<file path="src/hw/rtl/sledi_pkg.sv">
package sledi_pkg;

    // event kinds on the input stream
    localparam logic [1:0] KIND_TICK    = 2'd0;
    localparam logic [1:0] KIND_SUSPEND = 2'd1;
    localparam logic [1:0] KIND_RESUME  = 2'd2;

    // led commands
    localparam logic [2:0] ACT_NONE       = 3'd0;
    localparam logic [2:0] ACT_SET        = 3'd1;
    localparam logic [2:0] ACT_CLEAR_SET  = 3'd2;
    localparam logic [2:0] ACT_CLEAR_BLINK = 3'd3;
    localparam logic [2:0] ACT_CLEAR      = 3'd4;

    // indicator states
    localparam logic [2:0] IND_NONE     = 3'd0;
    localparam logic [2:0] IND_REST     = 3'd1;
    localparam logic [2:0] IND_RED      = 3'd2;
    localparam logic [2:0] IND_BLUE     = 3'd3;
    localparam logic [2:0] IND_HELD     = 3'd4;

    // suspend nesting limit
    localparam logic [6:0] HOLD_MAX = 7'd127;

    // register indexes
    localparam logic [2:0] REG_RED_HOLD   = 3'd0;
    localparam logic [2:0] REG_RED_LEVEL  = 3'd1;
    localparam logic [2:0] REG_BLUE_LEVEL = 3'd2;
    localparam logic [2:0] REG_IDLE_RED   = 3'd3;
    localparam logic [2:0] REG_IDLE_GREEN = 3'd4;
    localparam logic [2:0] REG_IDLE_BLUE  = 3'd5;

    // register reset values
    localparam logic [23:0] RED_HOLD_RST   = 24'd1500000;
    localparam logic [7:0]  RED_LEVEL_RST  = 8'd255;
    localparam logic [7:0]  BLUE_LEVEL_RST = 8'd200;
    localparam logic [7:0]  IDLE_LEVEL_RST = 8'd0;

    typedef struct packed {
        logic [23:0] red_hold_us;
        logic [7:0]  red_level;
        logic [7:0]  blue_level;
        logic [7:0]  idle_red;
        logic [7:0]  idle_green;
        logic [7:0]  idle_blue;
    } cfg_t;

    typedef struct packed {
        logic [1:0]  kind;
        logic [47:0] now_us;
        logic        flash_active;
        logic        logging_active;
        logic        should_park;
        logic        awake;
        logic        blink_enable;
    } item_t;

    typedef struct packed {
        logic [2:0] action;
        logic [7:0] out_red;
        logic [7:0] out_green;
        logic [7:0] out_blue;
        logic [2:0] shown_state;
        logic       short_period;
        logic       state_changed;
    } result_t;

endpackage

</file>
<file path="src/hw/rtl/sledi_cfg.sv">
module sledi_cfg
(
    input  logic                clk,
    input  logic                rst_n,
    input  logic                psel,
    input  logic                penable,
    input  logic                pwrite,
    input  logic [4:0]          paddr,
    input  logic [31:0]         pwdata,
    output logic [31:0]         prdata,
    output logic                pready,
    output sledi_pkg::cfg_t     cfg
);

    logic [2:0]      reg_index;
    logic            wr_en;
    sledi_pkg::cfg_t cfg_reg;

    assign reg_index = paddr[4:2];
    assign pready    = 1'b1;
    assign wr_en     = psel && penable && pwrite;
    assign cfg       = cfg_reg;

    // register writes on the access cycle
    always_ff @(posedge clk or negedge rst_n)
    begin
        if (!rst_n)
        begin
            cfg_reg.red_hold_us <= sledi_pkg::RED_HOLD_RST;
            cfg_reg.red_level   <= sledi_pkg::RED_LEVEL_RST;
            cfg_reg.blue_level  <= sledi_pkg::BLUE_LEVEL_RST;
            cfg_reg.idle_red    <= sledi_pkg::IDLE_LEVEL_RST;
            cfg_reg.idle_green  <= sledi_pkg::IDLE_LEVEL_RST;
            cfg_reg.idle_blue   <= sledi_pkg::IDLE_LEVEL_RST;
        end
        else if (wr_en)
        begin
            case (reg_index)
                sledi_pkg::REG_RED_HOLD:   cfg_reg.red_hold_us <= pwdata[23:0];
                sledi_pkg::REG_RED_LEVEL:  cfg_reg.red_level   <= pwdata[7:0];
                sledi_pkg::REG_BLUE_LEVEL: cfg_reg.blue_level  <= pwdata[7:0];
                sledi_pkg::REG_IDLE_RED:   cfg_reg.idle_red    <= pwdata[7:0];
                sledi_pkg::REG_IDLE_GREEN: cfg_reg.idle_green  <= pwdata[7:0];
                sledi_pkg::REG_IDLE_BLUE:  cfg_reg.idle_blue   <= pwdata[7:0];
                default:
                begin
                end
            endcase
        end
    end

    // read mux
    always_comb
    begin
        case (reg_index)
            sledi_pkg::REG_RED_HOLD:   prdata = {8'd0, cfg_reg.red_hold_us};
            sledi_pkg::REG_RED_LEVEL:  prdata = {24'd0, cfg_reg.red_level};
            sledi_pkg::REG_BLUE_LEVEL: prdata = {24'd0, cfg_reg.blue_level};
            sledi_pkg::REG_IDLE_RED:   prdata = {24'd0, cfg_reg.idle_red};
            sledi_pkg::REG_IDLE_GREEN: prdata = {24'd0, cfg_reg.idle_green};
            sledi_pkg::REG_IDLE_BLUE:  prdata = {24'd0, cfg_reg.idle_blue};
            default:                   prdata = 32'd0;
        endcase
    end

endmodule

</file>
<file path="src/hw/rtl/sledi_core.sv">
module sledi_core
(
    input  logic                clk,
    input  logic                rst_n,
    input  logic                step,
    input  sledi_pkg::item_t    item,
    input  sledi_pkg::cfg_t     cfg,
    output sledi_pkg::result_t  res
);

    logic [2:0]  ind_state_reg;
    logic [2:0]  ind_state_next;
    logic [6:0]  hold_count_reg;
    logic [6:0]  hold_count_next;
    logic [47:0] hold_deadline_reg;
    logic [47:0] hold_deadline_next;
    logic        blink_phase_reg;
    logic        blink_phase_next;
    logic        blink_applied_reg;
    logic        blink_applied_next;

    logic [47:0] deadline_sum;
    logic        in_hold;
    logic [2:0]  desired;
    logic        lit;

    // red hold window
    assign deadline_sum = item.now_us + {24'd0, cfg.red_hold_us};
    assign in_hold      = item.now_us < hold_deadline_reg;

    // wanted state by priority
    always_comb
    begin
        if (hold_count_reg != 7'd0)
        begin
            desired = sledi_pkg::IND_HELD;
        end
        else if (item.flash_active || in_hold)
        begin
            desired = sledi_pkg::IND_RED;
        end
        else if (item.logging_active && !item.should_park)
        begin
            desired = sledi_pkg::IND_BLUE;
        end
        else
        begin
            desired = sledi_pkg::IND_REST;
        end
    end

    // next state and result for one event
    always_comb
    begin
        ind_state_next     = ind_state_reg;
        hold_count_next    = hold_count_reg;
        hold_deadline_next = hold_deadline_reg;
        blink_phase_next   = blink_phase_reg;
        blink_applied_next = blink_applied_reg;
        lit                = 1'b1;
        res                = '0;
        res.action         = sledi_pkg::ACT_NONE;
        res.shown_state    = ind_state_reg;

        case (item.kind)
            sledi_pkg::KIND_SUSPEND:
            begin
                if (hold_count_reg == 7'd0)
                begin
                    res.action = sledi_pkg::ACT_CLEAR;
                end
                if (hold_count_reg != sledi_pkg::HOLD_MAX)
                begin
                    hold_count_next = hold_count_reg + 7'd1;
                end
            end
            sledi_pkg::KIND_RESUME:
            begin
                if (hold_count_reg != 7'd0)
                begin
                    hold_count_next = hold_count_reg - 7'd1;
                end
                ind_state_next    = sledi_pkg::IND_NONE;
                res.shown_state   = sledi_pkg::IND_NONE;
                res.state_changed = ind_state_reg != sledi_pkg::IND_NONE;
            end
            sledi_pkg::KIND_TICK:
            begin
                if (hold_count_reg == 7'd0 && item.flash_active)
                begin
                    hold_deadline_next = deadline_sum;
                end
                if (desired != sledi_pkg::IND_HELD && item.awake)
                begin
                    // repaint on state or blink setting change
                    if (desired != ind_state_reg || item.blink_enable != blink_applied_reg)
                    begin
                        blink_phase_next   = 1'b1;
                        blink_applied_next = item.blink_enable;
                        if (desired == sledi_pkg::IND_BLUE && item.blink_enable)
                        begin
                            res.action   = sledi_pkg::ACT_CLEAR_BLINK;
                            res.out_blue = cfg.blue_level;
                        end
                        else
                        begin
                            res.action = sledi_pkg::ACT_CLEAR_SET;
                        end
                    end
                    // blinking red toggles its phase
                    else if (desired == sledi_pkg::IND_RED && item.blink_enable)
                    begin
                        blink_phase_next = !blink_phase_reg;
                        lit              = !blink_phase_reg;
                        res.action       = sledi_pkg::ACT_SET;
                    end
                    // levels for the set actions
                    if (res.action == sledi_pkg::ACT_SET ||
                        res.action == sledi_pkg::ACT_CLEAR_SET)
                    begin
                        if (desired == sledi_pkg::IND_RED)
                        begin
                            res.out_red = lit ? cfg.red_level : 8'd0;
                        end
                        else if (desired == sledi_pkg::IND_BLUE)
                        begin
                            res.out_blue = lit ? cfg.blue_level : 8'd0;
                        end
                        else
                        begin
                            res.out_red   = cfg.idle_red;
                            res.out_green = cfg.idle_green;
                            res.out_blue  = cfg.idle_blue;
                        end
                    end
                end
                ind_state_next    = desired;
                res.shown_state   = desired;
                res.short_period  = desired == sledi_pkg::IND_RED && item.blink_enable;
                res.state_changed = desired != ind_state_reg;
            end
            default:
            begin
            end
        endcase
    end

    // policy state, updated as each event leaves the input register
    always_ff @(posedge clk or negedge rst_n)
    begin
        if (!rst_n)
        begin
            ind_state_reg     <= sledi_pkg::IND_NONE;
            hold_count_reg    <= 7'd0;
            hold_deadline_reg <= 48'd0;
            blink_phase_reg   <= 1'b0;
            blink_applied_reg <= 1'b0;
        end
        else if (step)
        begin
            ind_state_reg     <= ind_state_next;
            hold_count_reg    <= hold_count_next;
            hold_deadline_reg <= hold_deadline_next;
            blink_phase_reg   <= blink_phase_next;
            blink_applied_reg <= blink_applied_next;
        end
    end

endmodule

</file>
<file path="src/hw/rtl/status_led_indicator_fsm_top.sv">
// channel   | dir | handshake           | payload
// ----------+-----+---------------------+-----------------------------------------
// s_*       | in  | s_tvalid / s_tready | event: kind in tuser, time and flags in tdata
// m_*       | out | m_tvalid / m_tready | led command: action in tuser, levels in tdata
// apb       | in  | psel & penable      | six policy registers at 4*index
//
// one event per cycle sustained while results are taken; an event passes from the input
// register into the result register and then sits there until taken.
// the policy state updates as an event moves from the input to the result register.
// a stalled result register holds the next event in the input register; s_tready
// drops only when both are full. rst_n clears state and empties both registers.
module status_led_indicator_fsm_top
(
    input  logic        clk,
    input  logic        rst_n,
    input  logic        s_tvalid,
    output logic        s_tready,
    input  logic [55:0] s_tdata,   // now_us, flash_active, logging_active, should_park,
                                   // awake, blink_enable, zero pad
    input  logic [1:0]  s_tuser,   // kind
    output logic        m_tvalid,
    input  logic        m_tready,
    output logic [31:0] m_tdata,   // out_red, out_green, out_blue, shown_state,
                                   // short_period, state_changed, zero pad
    output logic [2:0]  m_tuser,   // action
    input  logic        psel,
    input  logic        penable,
    input  logic        pwrite,
    input  logic [4:0]  paddr,
    input  logic [31:0] pwdata,
    output logic [31:0] prdata,
    output logic        pready
);

    sledi_pkg::cfg_t    cfg;
    sledi_pkg::item_t   in_item_reg;
    sledi_pkg::result_t core_res;
    sledi_pkg::result_t out_res_reg;
    logic               in_valid_reg;
    logic               out_valid_reg;
    logic               advance;
    logic               in_take;

    sledi_cfg u_cfg
    (
        .clk     (clk),
        .rst_n   (rst_n),
        .psel    (psel),
        .penable (penable),
        .pwrite  (pwrite),
        .paddr   (paddr),
        .pwdata  (pwdata),
        .prdata  (prdata),
        .pready  (pready),
        .cfg     (cfg)
    );

    sledi_core u_core
    (
        .clk   (clk),
        .rst_n (rst_n),
        .step  (advance),
        .item  (in_item_reg),
        .cfg   (cfg),
        .res   (core_res)
    );

    // pipeline flow
    assign advance  = in_valid_reg && (!out_valid_reg || m_tready);
    assign s_tready = !in_valid_reg || advance;
    assign in_take  = s_tvalid && s_tready;

    always_ff @(posedge clk or negedge rst_n)
    begin
        if (!rst_n)
        begin
            in_valid_reg  <= 1'b0;
            out_valid_reg <= 1'b0;
        end
        else
        begin
            if (in_take)
            begin
                in_valid_reg <= 1'b1;
            end
            else if (advance)
            begin
                in_valid_reg <= 1'b0;
            end
            if (advance)
            begin
                out_valid_reg <= 1'b1;
            end
            else if (m_tready)
            begin
                out_valid_reg <= 1'b0;
            end
        end
    end

    // payload registers
    always_ff @(posedge clk)
    begin
        if (in_take)
        begin
            in_item_reg.kind           <= s_tuser;
            in_item_reg.now_us         <= s_tdata[47:0];
            in_item_reg.flash_active   <= s_tdata[48];
            in_item_reg.logging_active <= s_tdata[49];
            in_item_reg.should_park    <= s_tdata[50];
            in_item_reg.awake          <= s_tdata[51];
            in_item_reg.blink_enable   <= s_tdata[52];
        end
        if (advance)
        begin
            out_res_reg <= core_res;
        end
    end

    // result transfer
    assign m_tvalid = out_valid_reg;
    assign m_tuser  = out_res_reg.action;
    assign m_tdata  = {3'd0,
                       out_res_reg.state_changed,
                       out_res_reg.short_period,
                       out_res_reg.shown_state,
                       out_res_reg.out_blue,
                       out_res_reg.out_green,
                       out_res_reg.out_red};

endmodule

</file>
<file path="config.mk">
export PLATFORM = sky130hd
export DESIGN_NAME = status_led_indicator_fsm_top
export DESIGN_NICKNAME = d
export VERILOG_FILES = /design/src/hw/rtl/sledi_pkg.sv /design/src/hw/rtl/sledi_cfg.sv /design/src/hw/rtl/sledi_core.sv /design/src/hw/rtl/status_led_indicator_fsm_top.sv
export SDC_FILE = /design/constraint.sdc
export NUM_CORES = 1
export LEC_CHECK = 0
export ABC_AREA = 1
export BUFFER_PORTS_ARGS = -buffer_cell sky130_fd_sc_hd__buf_2
export CAP_MARGIN = 15
export CORE_MARGIN = 8
export CORE_UTILIZATION = 35
export CTS_CLUSTER_DIAMETER = 100
export CTS_CLUSTER_SIZE = 8
export DETAILED_ROUTE_END_ITERATION = 12
export SLEW_MARGIN = 5
export SYNTH_ARGS = -nofsm -noshare
export SYNTH_HDL_FRONTEND = slang
export SYNTH_SLANG_ARGS = --single-unit
</file>
<file path="constraint.sdc">
create_clock -name clk -period 3.5 [get_ports clk]
set_input_delay 0.7 -clock clk [delete_from_list [all_inputs] [get_ports clk]]
set_output_delay 0.7 -clock clk [all_outputs]
set_load 0.005 [all_outputs]
</file>
==> results of run 1 <==
path summary, 6_finish.rpt:
check | start | end | slack (ns) | depth (start not counted)
setup / recovery | in_item_reg[48] | m_tdata[17] | 0.43 | 13
hold / removal | rst_n | u_cfg.cfg[40] | 0.07 | 1
setup reg to reg | in_item_reg[48] | m_tdata[17] | 0.43 | 13
hold reg to reg | u_core.hold_deadline_reg[35] | u_core.hold_deadline_reg[35] | 0.48 | 2
max in group asynchronous | rst_n | u_cfg.cfg[30] | 2.66 | 2
min in group clk | s_tdata[5] | in_item_reg[10] | 0.31 | 1
cell families (layout without fill, tap and decap cells):
logic type | Yosys count | after routing | share of synthesized area [%]
fa+ha+maj | 81 | 81 | 8.57
simple gates | 518 | 518 | 18.8
buf+inv | 276 | 452 | 9.12
other cells | 2 | 12 | 0.0625
xor+xnor | 33 | 33 | 2.41
flops | 213 | 213 | 48.2
compound gates | 284 | 284 | 12.8
stage by stage:
stage	setup WS, ns	instance area, um2
2_1_floorplan	1.06	12000
3_3_place_gp	0.464	13300
3_5_place_dp	0.451	13300
4_1_cts	0.448	14100
5_1_grt	0.193	14100
6_report	0.435	14100
layout make-up:
type	instances	area (um2)
clock buffers	54	841
repair buffers	158	836
flip-flops and latches	213	5790
fillers	3473	20100
clock inverters	2	35.0
multi-input cells	928	5180
inverters	238	893
well taps	455	569
Yosys cell counts, drive strengths merged:
library cell	number	area share, %
o21bai	3	0.22
xnor2	10	0.73
a31o	2	0.15
o22ai	20	1.0
nand3	52	2.5
a21o	7	0.44
conb	2	0.063
dfrtp	105	22
nor3b	1	0.063
clkbuf	23	0.72
nand4	20	1.2
nor3	22	1.0
a211oi	2	0.13
dfstp	21	4.6
a211o	1	0.073
o21a	3	0.19
buf	15	0.96
nor4	3	0.21
nor2	125	4.1
nand3b	1	0.063
xor2	23	1.7
fa	2	0.33
nand2	283	9.0
a21oi	85	3.6
ha	79	8.2
o311a	1	0.083
a31oi	12	0.63
edfxtp	87	22
or2	11	0.57
o221ai	2	0.15
inv	238	7.4
o21ai	145	6.1
o31ai	1	0.063
routing by layer:
layer | up-vias | GRT usage [%] | routed length, um
met5 | - | 0 | 0
met4 | 0 | 5.37 | 1110
met3 | 74 | 2.85 | 1560
met2 | 246 | 27.3 | 15600
met1 | 4521 | 19.1 | 13800
li1 | 4931 | - | -
power by group through the flow:
stage / logic (mW) / registers (mW) / clock network, mW
finish: 2.54 / 3.53 / 2.69
global route: 2.94 / 3.60 / 2.89
CTS: 2.55 / 3.54 / 2.78
detailed placement: 2.54 / 3.58 / 0
global placement: 2.46 / 3.57 / 0
floorplan: 1.86 / 3.46 / 0
==> run metrics, run 1 <==
per-cell via count in the routed design 4.77; commonest non-fill, non-tap cell in the layout sky130_fd_sc_hd__nand2_1; maximum cell stage delay along the critical path 0.50 ns; DRT antenna net count 0; max-slew violation count 0; Clock Power Share 30.7%; total global routing overflow 0; setup repair after global routing missed its margin false; Cells after Synth 1,407; critical path's most frequent cell sky130_fd_sc_hd__nand2_1; final setup skew 0.0303 ns; share of the cycle needed by the critical path after routing 87.6%; vertical die dimension 201 um; Die X 201 um; Pint 5.77 mW; htree depth 1; total DRC errors in the routed layout 0; Min-Delay Path Class input pin to async pin; category of the worst setup path capture point flop; Lkg Pwr 6.71 nW; area of the placeable core 34,200 um2; CTS tree done; buffering stage count on the worst path with inverters included 1; pin count of the biggest net entering global routing 52; final number of setup-violating endpoints 0; path type of the worst setup path flop to flop; weighted congestion reported at the end of routability-driven placement 0.915; Placed Cells 1,992; number of warning messages in the yosys log 0; post-CTS clock slew at the launch and capture registers of the worst setup and hold paths 0.05 ns; HPWL after detailed placement 24,900 um; layout overhead on the synthesized area 17.8%; Net Switching 2.99 mW; antenna diode count 0; slowest stage cell on the critical path sky130_fd_sc_hd__nand3_1; Worst VDD drop 0.000381 V; Routed Wire Length 32,100 um; flip-flop count of the largest register after layout 64; antenna violations before repair 0; maximum achievable frequency 0.326 GHz; final cell count without fillers 2,048; number of ports placed on the die boundary 172; Final min period 3.07 ns; Clk Latency, worst-skew pair 0.57 ns; share of layout cells above drive strength 1 15.9%; post-layout util 41.4%; via count of the first global-routing pass 9,885; worst relative slew slack 40.0%; number of detailed-route iterations in the first pass 5; critical path required time 3.89 ns; cell row count 68; number of library cell types mapped by synthesis 52; number of vias after detailed routing 9,772; number of port buffers 146; WL/cell 15.7 um; number of synthesized register bits 213; average size of a mapped cell 8.53 um2; Fin. Hold Viols 0; minimum hold slack 0.0736 ns; leading cell types in the layout, fill and taps excluded 278 x sky130_fd_sc_hd__nand2_1, 234 x sky130_fd_sc_hd__inv_1, 145 x sky130_fd_sc_hd__buf_2, 138 x sky130_fd_sc_hd__o21ai_0, 120 x sky130_fd_sc_hd__nor2_1; Max-cap violations 0; combined global-route utilization of all metal layers 15.6%; Post-CTS Resized 0; # hold bufs at CTS 0; setup_tns 0 ns; DIE AREA 40,500 um2; overall power 8.76 mW; Initial Utilization 35.1%; element type at the critical path start flop; number of setup buffers added after CTS 0; part of the power in combinational logic 29.0%; DRC violation total after the first TritonRoute iteration 611; switching fraction of total power 34.1%; number of buffers inserted during clock tree synthesis 30; critical path data arrival time 3.45 ns; clock tree sinks 213; worst-margin pin slew 0.897 ns; sequential cell area fraction in the yosys report 48.2%; Power Dens Cells 619 nW/um2; Nets 1,752; area of the mapped netlist 12,000 um2; outcome finished, final reports clean; library cell used as clock root buffer sky130_fd_sc_hd__clkbuf_16; maximum net fanout on the critical path 16; first-pass GRT wire length 51,700 um; proportion of power drawn by flip-flops and latches 40.4%; Max Root-Sink Buffers 3; Top delay family on crit path simple AND/OR/NAND/NOR gates; cell-by-cell trace of the critical path ha_1, nand2_1, nor2_1, nand2_1, nor2_2, nand2_1, nor2_1, nand2_1, nand2_2, nand3_1, o21ai_0, inv_1, o21ai_0
No activity file was read; power rests on OpenSTA's default activity.
==> inputs of run 2 (changes only) <==
--- a/config.mk
+++ b/config.mk
@@ -6,7 +6,7 @@
 export NUM_CORES = 1
 export LEC_CHECK = 0
 export ABC_AREA = 1
-export BUFFER_PORTS_ARGS = -buffer_cell sky130_fd_sc_hd__buf_2
+export BUFFER_PORTS_ARGS = -buffer_cell sky130_fd_sc_hd__buf_4
 export CAP_MARGIN = 15
 export CORE_MARGIN = 8
 export CORE_UTILIZATION = 35
==> constraint.sdc (replaced) <==
create_clock -name clk -period 3.5 [get_ports clk]
set_input_delay 0.525 -clock clk [delete_from_list [all_inputs] [get_ports clk]]
set_output_delay 0.525 -clock clk [all_outputs]
set_load 0.005 [all_outputs]
==> run 2 against run 1 <==
Effect of this change: hold slack got worse by 0.017 ns; wire length decreased by 0.26%; sequential share of layout area decreased by 0.99 points; total power increased by 0.62%; combinational power increased by 2%; global-route usage decreased by 0.056 points; clock skew about the same; cell count decreased by 0.20%; first-iteration DRC count decreased by 1.5%; maximum frequency increased by 4.0%; die area unchanged; utilization increased by 1.0 points; critical path type unchanged.
==> run metrics, run 2 (synthesis gave the netlist of run 1 again) <==
CP Launch Point in_item_reg[48] (unchanged); max-slew violation count 0 (unchanged); maximum achievable frequency 0.339 GHz (was 0.326 GHz); total DRC errors in the routed layout 0 (unchanged); final number of setup-violating endpoints 0 (unchanged); number of setup buffers added after CTS 0 (unchanged); total global routing overflow 0 (unchanged); number of ports placed on the die boundary 172 (unchanged); HPWL after detailed placement 24,800 um (was 24,900 um); Power Dens Cells 608 nW/um2 (was 619 nW/um2); element type at the critical path start flop (unchanged); reg-to-reg startpoint in_item_reg[48] (unchanged); Fin. Hold Viols 0 (unchanged); # hold bufs at CTS 0 (unchanged); weighted congestion reported at the end of routability-driven placement 0.886 (was 0.915); DIE AREA 40,500 um2 (unchanged); reg2reg end m_tdata[1] (was m_tdata[17]); flip-flop count of the largest register after layout 64 (unchanged); cell row count 68 (unchanged); Fillers 3,435 (was 3,473); Min-Delay Path Class input pin to async pin (unchanged); Nets 1,749 (was 1,752); setup_tns 0 ns (unchanged); setup repair after global routing missed its margin false (unchanged); Worst R2R Path Depth 16 (was 13); leading cell types in the layout, fill and taps excluded 278 x sky130_fd_sc_hd__nand2_1, 234 x sky130_fd_sc_hd__inv_1, 153 x sky130_fd_sc_hd__buf_4, 138 x sky130_fd_sc_hd__o21ai_0, 120 x sky130_fd_sc_hd__nor2_1 (was 278 x sky130_fd_sc_hd__nand2_1, 234 x sky130_fd_sc_hd__inv_1, 145 x sky130_fd_sc_hd__buf_2, 138 x sky130_fd_sc_hd__o21ai_0, 120 x sky130_fd_sc_hd__nor2_1); vertical die dimension 201 um (unchanged); commonest non-fill, non-tap cell in the layout sky130_fd_sc_hd__nand2_1 (unchanged); htree depth 1 (unchanged); antenna diode count 0 (unchanged); critical path required time 3.81 ns (was 3.89 ns); worst relative slew slack 37.9% (was 40.0%); share of layout cells above drive strength 1 15.7% (was 15.9%); combined area of the multi-input logic cells 5180 um2 (unchanged); maximum net fanout on the critical path 9 (was 16); library cell used as clock root buffer sky130_fd_sc_hd__clkbuf_16 (unchanged); path type of the worst setup path flop to flop (unchanged); Initial Utilization 35.1% (unchanged); final setup skew 0.0302 ns (was 0.0303 ns); DRC violation total after the first TritonRoute iteration 602 (was 611); worst-margin pin slew 0.929 ns (was 0.897 ns); post-layout util 42.4% (was 41.4%); layout overhead on the synthesized area 20.7% (was 17.8%); Lkg Pwr 6.80 nW (was 6.71 nW); first-pass GRT wire length 51,600 um (was 51,700 um); post-CTS clock slew at the launch and capture registers of the worst setup and hold paths 0.05 ns (about the same); Sequential Area 5790 um2 (unchanged); Max-cap violations 0 (unchanged); clock tree sinks 213 (unchanged); CTS tree done (unchanged); per-cell via count in the routed design 4.76 (was 4.77); antenna violations before repair 0 (unchanged); number of vias after detailed routing 9,728 (was 9,772); Post-CTS Resized 0 (unchanged); pin count of the biggest net entering global routing 57 (was 52); Routed Wire Length 32,000 um (was 32,100 um); number of detailed-route iterations in the first pass 7 (was 5); via count of the first global-routing pass 9,793 (was 9,885); register-to-register setup slack 0.55 ns (was 0.43 ns); Final min period 2.95 ns (was 3.07 ns); number of buffers inserted during clock tree synthesis 30 (unchanged); share of the cycle needed by the critical path after routing 84.2% (was 87.6%); area of the placeable core 34,200 um2 (unchanged); combined global-route utilization of all metal layers 15.5% (was 15.6%); Die X 201 um (unchanged); category of the worst setup path capture point flop (unchanged); Clk Latency, worst-skew pair 0.56 ns (was 0.57 ns); Max Root-Sink Buffers 3 (unchanged); WL/cell 15.7 um (about the same); outcome finished, final reports clean (unchanged); number of port buffers 146 (unchanged); Worst VDD drop 0.000410 V (was 0.000381 V); critical path data arrival time 3.26 ns (was 3.45 ns); DRT antenna net count 0 (unchanged)
==> run 2: layer usage <==
layer | global-route usage, % | routed length [um]
met5 | 0 | 0
met1 | 19.0 | 13700
met2 | 27.3 | 15600
met3 | 3.07 | 1760
met4 | 4.72 | 972
==> run 2: worst max-delay path by stage <==
stage	end	slack, ns
5_1_grt	m_tdata[18]	0.23
6_report	m_tdata[1]	0.55
4_1_cts	m_tdata[1]	0.52
3_3_place_gp	m_tdata[17]	0.54
3_5_place_dp	m_tdata[17]	0.53
2_1_floorplan	m_tdata[0]	1.06
==> run 2: area by class of cell <==
class                   count  share of cell area, %
flip-flops and latches    213                   40.0
multi-input cells         928                   35.7
repair buffers            155                   8.20
inverters                 238                   6.16
clock buffers              53                   5.78
well taps                 455                   3.93
clock inverters             2                  0.242
==> run 2: worst max-delay path, cell delays in order (launching register included) <==
cell	delay (ns)
sky130_fd_sc_hd__edfxtp_1	0.47
sky130_fd_sc_hd__ha_1	0.35
sky130_fd_sc_hd__nand2_1	0.08
sky130_fd_sc_hd__o21bai_1	0.10
sky130_fd_sc_hd__nand2_1	0.09
sky130_fd_sc_hd__a21oi_1	0.22
sky130_fd_sc_hd__nand2_1	0.09
sky130_fd_sc_hd__nor2_1	0.12
sky130_fd_sc_hd__nand2_2	0.17
sky130_fd_sc_hd__nand3_1	0.13
sky130_fd_sc_hd__nand2_1	0.10
sky130_fd_sc_hd__nand2_1	0.08
sky130_fd_sc_hd__nand2_2	0.06
sky130_fd_sc_hd__nor2_4	0.17
sky130_fd_sc_hd__nand3_2	0.20
sky130_fd_sc_hd__a21oi_1	0.23
sky130_fd_sc_hd__nor2_1	0.06
==> run 2: power breakdown <==
group	internal (mW)	leakage (nW)	switching, mW
Clock	1.60	0.412	1.09
Combinational	1.02	4.09	1.56
Sequential	3.20	2.30	0.332
==> run 2: per-stage QoR <==
| step | hold WS (ns) | area (um2) | instances | power [mW] | setup slack (ns) |
|---|---|---|---|---|---|
| global route | 0.0941 | 14500 | 2044 | 9.50 | 0.232 |
| floorplan | 0.229 | 12000 | 1417 | 5.32 | 1.06 |
| detailed placement | 0.466 | 13600 | 1989 | 6.18 | 0.530 |
| finish | 0.0564 | 14500 | 2044 | 8.81 | 0.553 |
| CTS | 0.0716 | 14500 | 2044 | 8.93 | 0.517 |
| global placement | 0.463 | 13600 | 1989 | 6.10 | 0.539 |
==> inputs of run 3 (changes only) <==
==> constraint.sdc (replaced) <==
create_clock -name clk -period 3.1 [get_ports clk]
set_input_delay 0.465 -clock clk [delete_from_list [all_inputs] [get_ports clk]]
set_output_delay 0.465 -clock clk [all_outputs]
set_load 0.005 [all_outputs]
==> run 3 against run 2 <==
Effect of this change: die area stayed put; largest cell class unchanged; critical path depth is 2 higher; register-to-register slack worse by 0.29 ns; count of clock-buffer cells in the layout is 1 higher; utilization is 0.71 points higher; first-iteration DRC count is 9.0% lower; sequential power is 13% higher; flip-flop and latch count stayed put; global-route usage is 0.19 points higher.
==> run metrics, run 3 (synthesis gave the netlist of run 1 again) <==
library cell used as clock root buffer sky130_fd_sc_hd__clkbuf_16 (unchanged); CTS tree done (unchanged); reg2reg end m_tdata[20] (was m_tdata[1]); commonest non-fill, non-tap cell in the layout sky130_fd_sc_hd__nand2_1 (unchanged); worst hold start s_tdata[2]; max-slew violation count 0 (unchanged); switching fraction of total power 34.0% (was 33.8%); HPWL after detailed placement 25,000 um (was 24,800 um); worst relative slew slack 39.4% (was 37.9%); total DRC errors in the routed layout 0 (unchanged); setup repair after global routing missed its margin false (unchanged); combined area of the multi-input logic cells 5240 um2 (was 5180 um2); final setup skew 0.0289 ns (was 0.0302 ns); Initial Utilization 35.1% (unchanged); vertical die dimension 201 um (unchanged); pin count of the biggest net entering global routing 59 (was 57); share of layout cells above drive strength 1 17.5% (was 15.7%); Final min period 2.84 ns (was 2.95 ns); antenna violations before repair 0 (unchanged); Pint 6.67 mW (was 5.83 mW); final worst slack 0.261 ns (was 0.553 ns); reg-to-reg startpoint in_item_reg[46] (was in_item_reg[48]); Die X 201 um (unchanged); first-pass GRT wire length 52,300 um (was 51,600 um); critical path data arrival time 3.15 ns (was 3.26 ns); Routed Wire Length 32,400 um (was 32,000 um); via count of the first global-routing pass 9,923 (was 9,793); Clk Latency, worst-skew pair 0.57 ns (was 0.56 ns); post-CTS clock slew at the launch and capture registers of the worst setup and hold paths 0.06 ns (was 0.05 ns); maximum net fanout on the critical path 6 (was 9); weighted congestion reported at the end of routability-driven placement 0.886 (about the same); outcome finished, final reports clean (unchanged); DRT antenna net count 0 (unchanged); Worst R2R Path Depth 18 (was 16); clock tree sinks 213 (unchanged); cell depth of the worst hold path 1; worst min-delay path endpoint in_item_reg[7]; Power Dens Cells 686 nW/um2 (was 608 nW/um2); layout overhead on the synthesized area 22.7% (was 20.7%); Net Switching 3.44 mW (was 2.98 mW); Fin. Hold Viols 0 (unchanged); Max Root-Sink Buffers 3 (unchanged); Sequential Area 5790 um2 (unchanged); Fillers 3,460 (was 3,435); maximum achievable frequency 0.352 GHz (was 0.339 GHz); htree depth 1 (unchanged); Placed Cells 2,005 (was 1,989); Min-Delay Path Class input pin to flop (was input pin to async pin); antenna diode count 0 (unchanged); share of the cycle needed by the critical path after routing 91.6% (was 84.2%); final number of setup-violating endpoints 0 (unchanged); area of the placeable core 34,200 um2 (unchanged); flip-flop count of the largest register after layout 64 (unchanged); worst-margin pin slew 0.902 ns (was 0.929 ns); DIE AREA 40,500 um2 (unchanged); number of port buffers 146 (unchanged); leading cell types in the layout, fill and taps excluded 277 x sky130_fd_sc_hd__nand2_1, 234 x sky130_fd_sc_hd__inv_1, 175 x sky130_fd_sc_hd__buf_4, 138 x sky130_fd_sc_hd__o21ai_0, 118 x sky130_fd_sc_hd__nor2_1 (was 278 x sky130_fd_sc_hd__nand2_1, 234 x sky130_fd_sc_hd__inv_1, 153 x sky130_fd_sc_hd__buf_4, 138 x sky130_fd_sc_hd__o21ai_0, 120 x sky130_fd_sc_hd__nor2_1); path type of the worst setup path flop to flop (unchanged); category of the worst setup path capture point flop (unchanged); part of the power in combinational logic 30.5% (was 29.3%); Max-cap violations 0 (unchanged); Nets 1,773 (was 1,749); post-layout util 43.1% (was 42.4%); number of ports placed on the die boundary 172 (unchanged); number of detailed-route iterations in the first pass 5 (was 7); number of buffers inserted during clock tree synthesis 30 (unchanged); Worst VDD drop 0.000472 V (was 0.000410 V); cell row count 68 (unchanged); element type at the critical path start flop (unchanged); number of vias after detailed routing 9,813 (was 9,728); setup_tns 0 ns (unchanged); final cell count without fillers 2,069 (was 2,044); Lkg Pwr 6.93 nW (was 6.80 nW); per-cell via count in the routed design 4.74 (was 4.76); proportion of power drawn by flip-flops and latches 39.4% (was 40.1%); combined global-route utilization of all metal layers 15.7% (was 15.5%); register-to-register setup slack 0.26 ns (was 0.55 ns); Setup WS pre-CTS 0.158 ns (was 0.530 ns); Clock Power Share 30.1% (was 30.5%); WL/cell 15.7 um (about the same); total global routing overflow 0 (unchanged); critical path required time 3.41 ns (was 3.81 ns); DRC violation total after the first TritonRoute iteration 548 (was 602)
-- run 3: changes by cell type in the layout (fill, tap and decap cells not counted), moves of 2 or more --
cell,delta
sky130_fd_sc_hd__nand3_4,+2
sky130_fd_sc_hd__a21oi_1,-4
sky130_fd_sc_hd__nor2_1,-2
sky130_fd_sc_hd__buf_4,+22
sky130_fd_sc_hd__a21oi_2,+4
-- run 3: how the worst max path moves through the flow --
stage                          from  cells past startpoint     endpoint  slack [ns]
global placement    in_item_reg[46]                     17   m_tdata[5]        0.17
CTS                 in_item_reg[46]                     17   m_tdata[6]        0.12
global route        in_item_reg[44]                     17  m_tdata[20]       0.002
floorplan           in_item_reg[44]                     16   m_tdata[0]        0.66
finish              in_item_reg[46]                     18  m_tdata[20]        0.26
detailed placement  in_item_reg[46]                     17   m_tdata[5]        0.16
-- run 3: timing repair --
item                                    in CTS  in global routing
hold buffers                                 1                  0
resized for setup                            0                 13
buffers inserted                             0                  6
endpoints found under the setup margin       0                 25
hold endpoints to repair                    43                  0
-- run 3: per-stage QoR --
step	hold slack (ns)	cell area [um2]	total power [mW]
after floorplan	0.169	12000	6.00
after global placement	0.464	13700	6.93
after detailed placement	0.467	13700	7.01
after CTS	0.0435	14600	10.1
after global routing	0.0488	14700	10.9
final	0.0648	14700	10.1
-- run 3: final cells by class --
class                   count  area share (%)
repair buffers            178            9.26
multi-input cells         929            35.6
clock inverters             2           0.238
inverters                 238            6.06
well taps                 455            3.86
clock buffers              54            5.71
flip-flops and latches    213            39.3
-- run 3: worst max-delay path, cell delays in order (launching register included) --
cell and delay (ns):
sky130_fd_sc_hd__edfxtp_1 0.44, sky130_fd_sc_hd__ha_1 0.34, sky130_fd_sc_hd__nand2_1 0.07, sky130_fd_sc_hd__inv_1 0.04, sky130_fd_sc_hd__o21bai_1 0.11, sky130_fd_sc_hd__nand2_1 0.10, sky130_fd_sc_hd__a21oi_2 0.17, sky130_fd_sc_hd__nand2_1 0.08
sky130_fd_sc_hd__nor2_2 0.12, sky130_fd_sc_hd__nand2_4 0.11, sky130_fd_sc_hd__nand3_1 0.11, sky130_fd_sc_hd__nand2_1 0.09, sky130_fd_sc_hd__nand2_1 0.08, sky130_fd_sc_hd__nand2_2 0.06, sky130_fd_sc_hd__nor2_4 0.22, sky130_fd_sc_hd__buf_4 0.17
sky130_fd_sc_hd__nand2_2 0.09, sky130_fd_sc_hd__nand4_1 0.12, sky130_fd_sc_hd__o21ai_0 0.08
-- run 3: power by group through the flow --
stage	Sequential, mW	Combinational, mW	Clock, mW
after floorplan	3.90	2.10	0
after global placement	4.03	2.90	0
after detailed placement	4.04	2.97	0
after CTS	3.99	3.00	3.13
after global routing	4.06	3.56	3.24
final	3.99	3.08	3.05
-- run 3: routing by layer --
layer	routed length (um)	GRT usage [%]	vias to the layer above
met5	0	0	-
met4	1210	5.84	0
met3	1430	2.69	73
met2	15700	27.4	236
met1	14100	19.3	4535
li1	-	-	4969
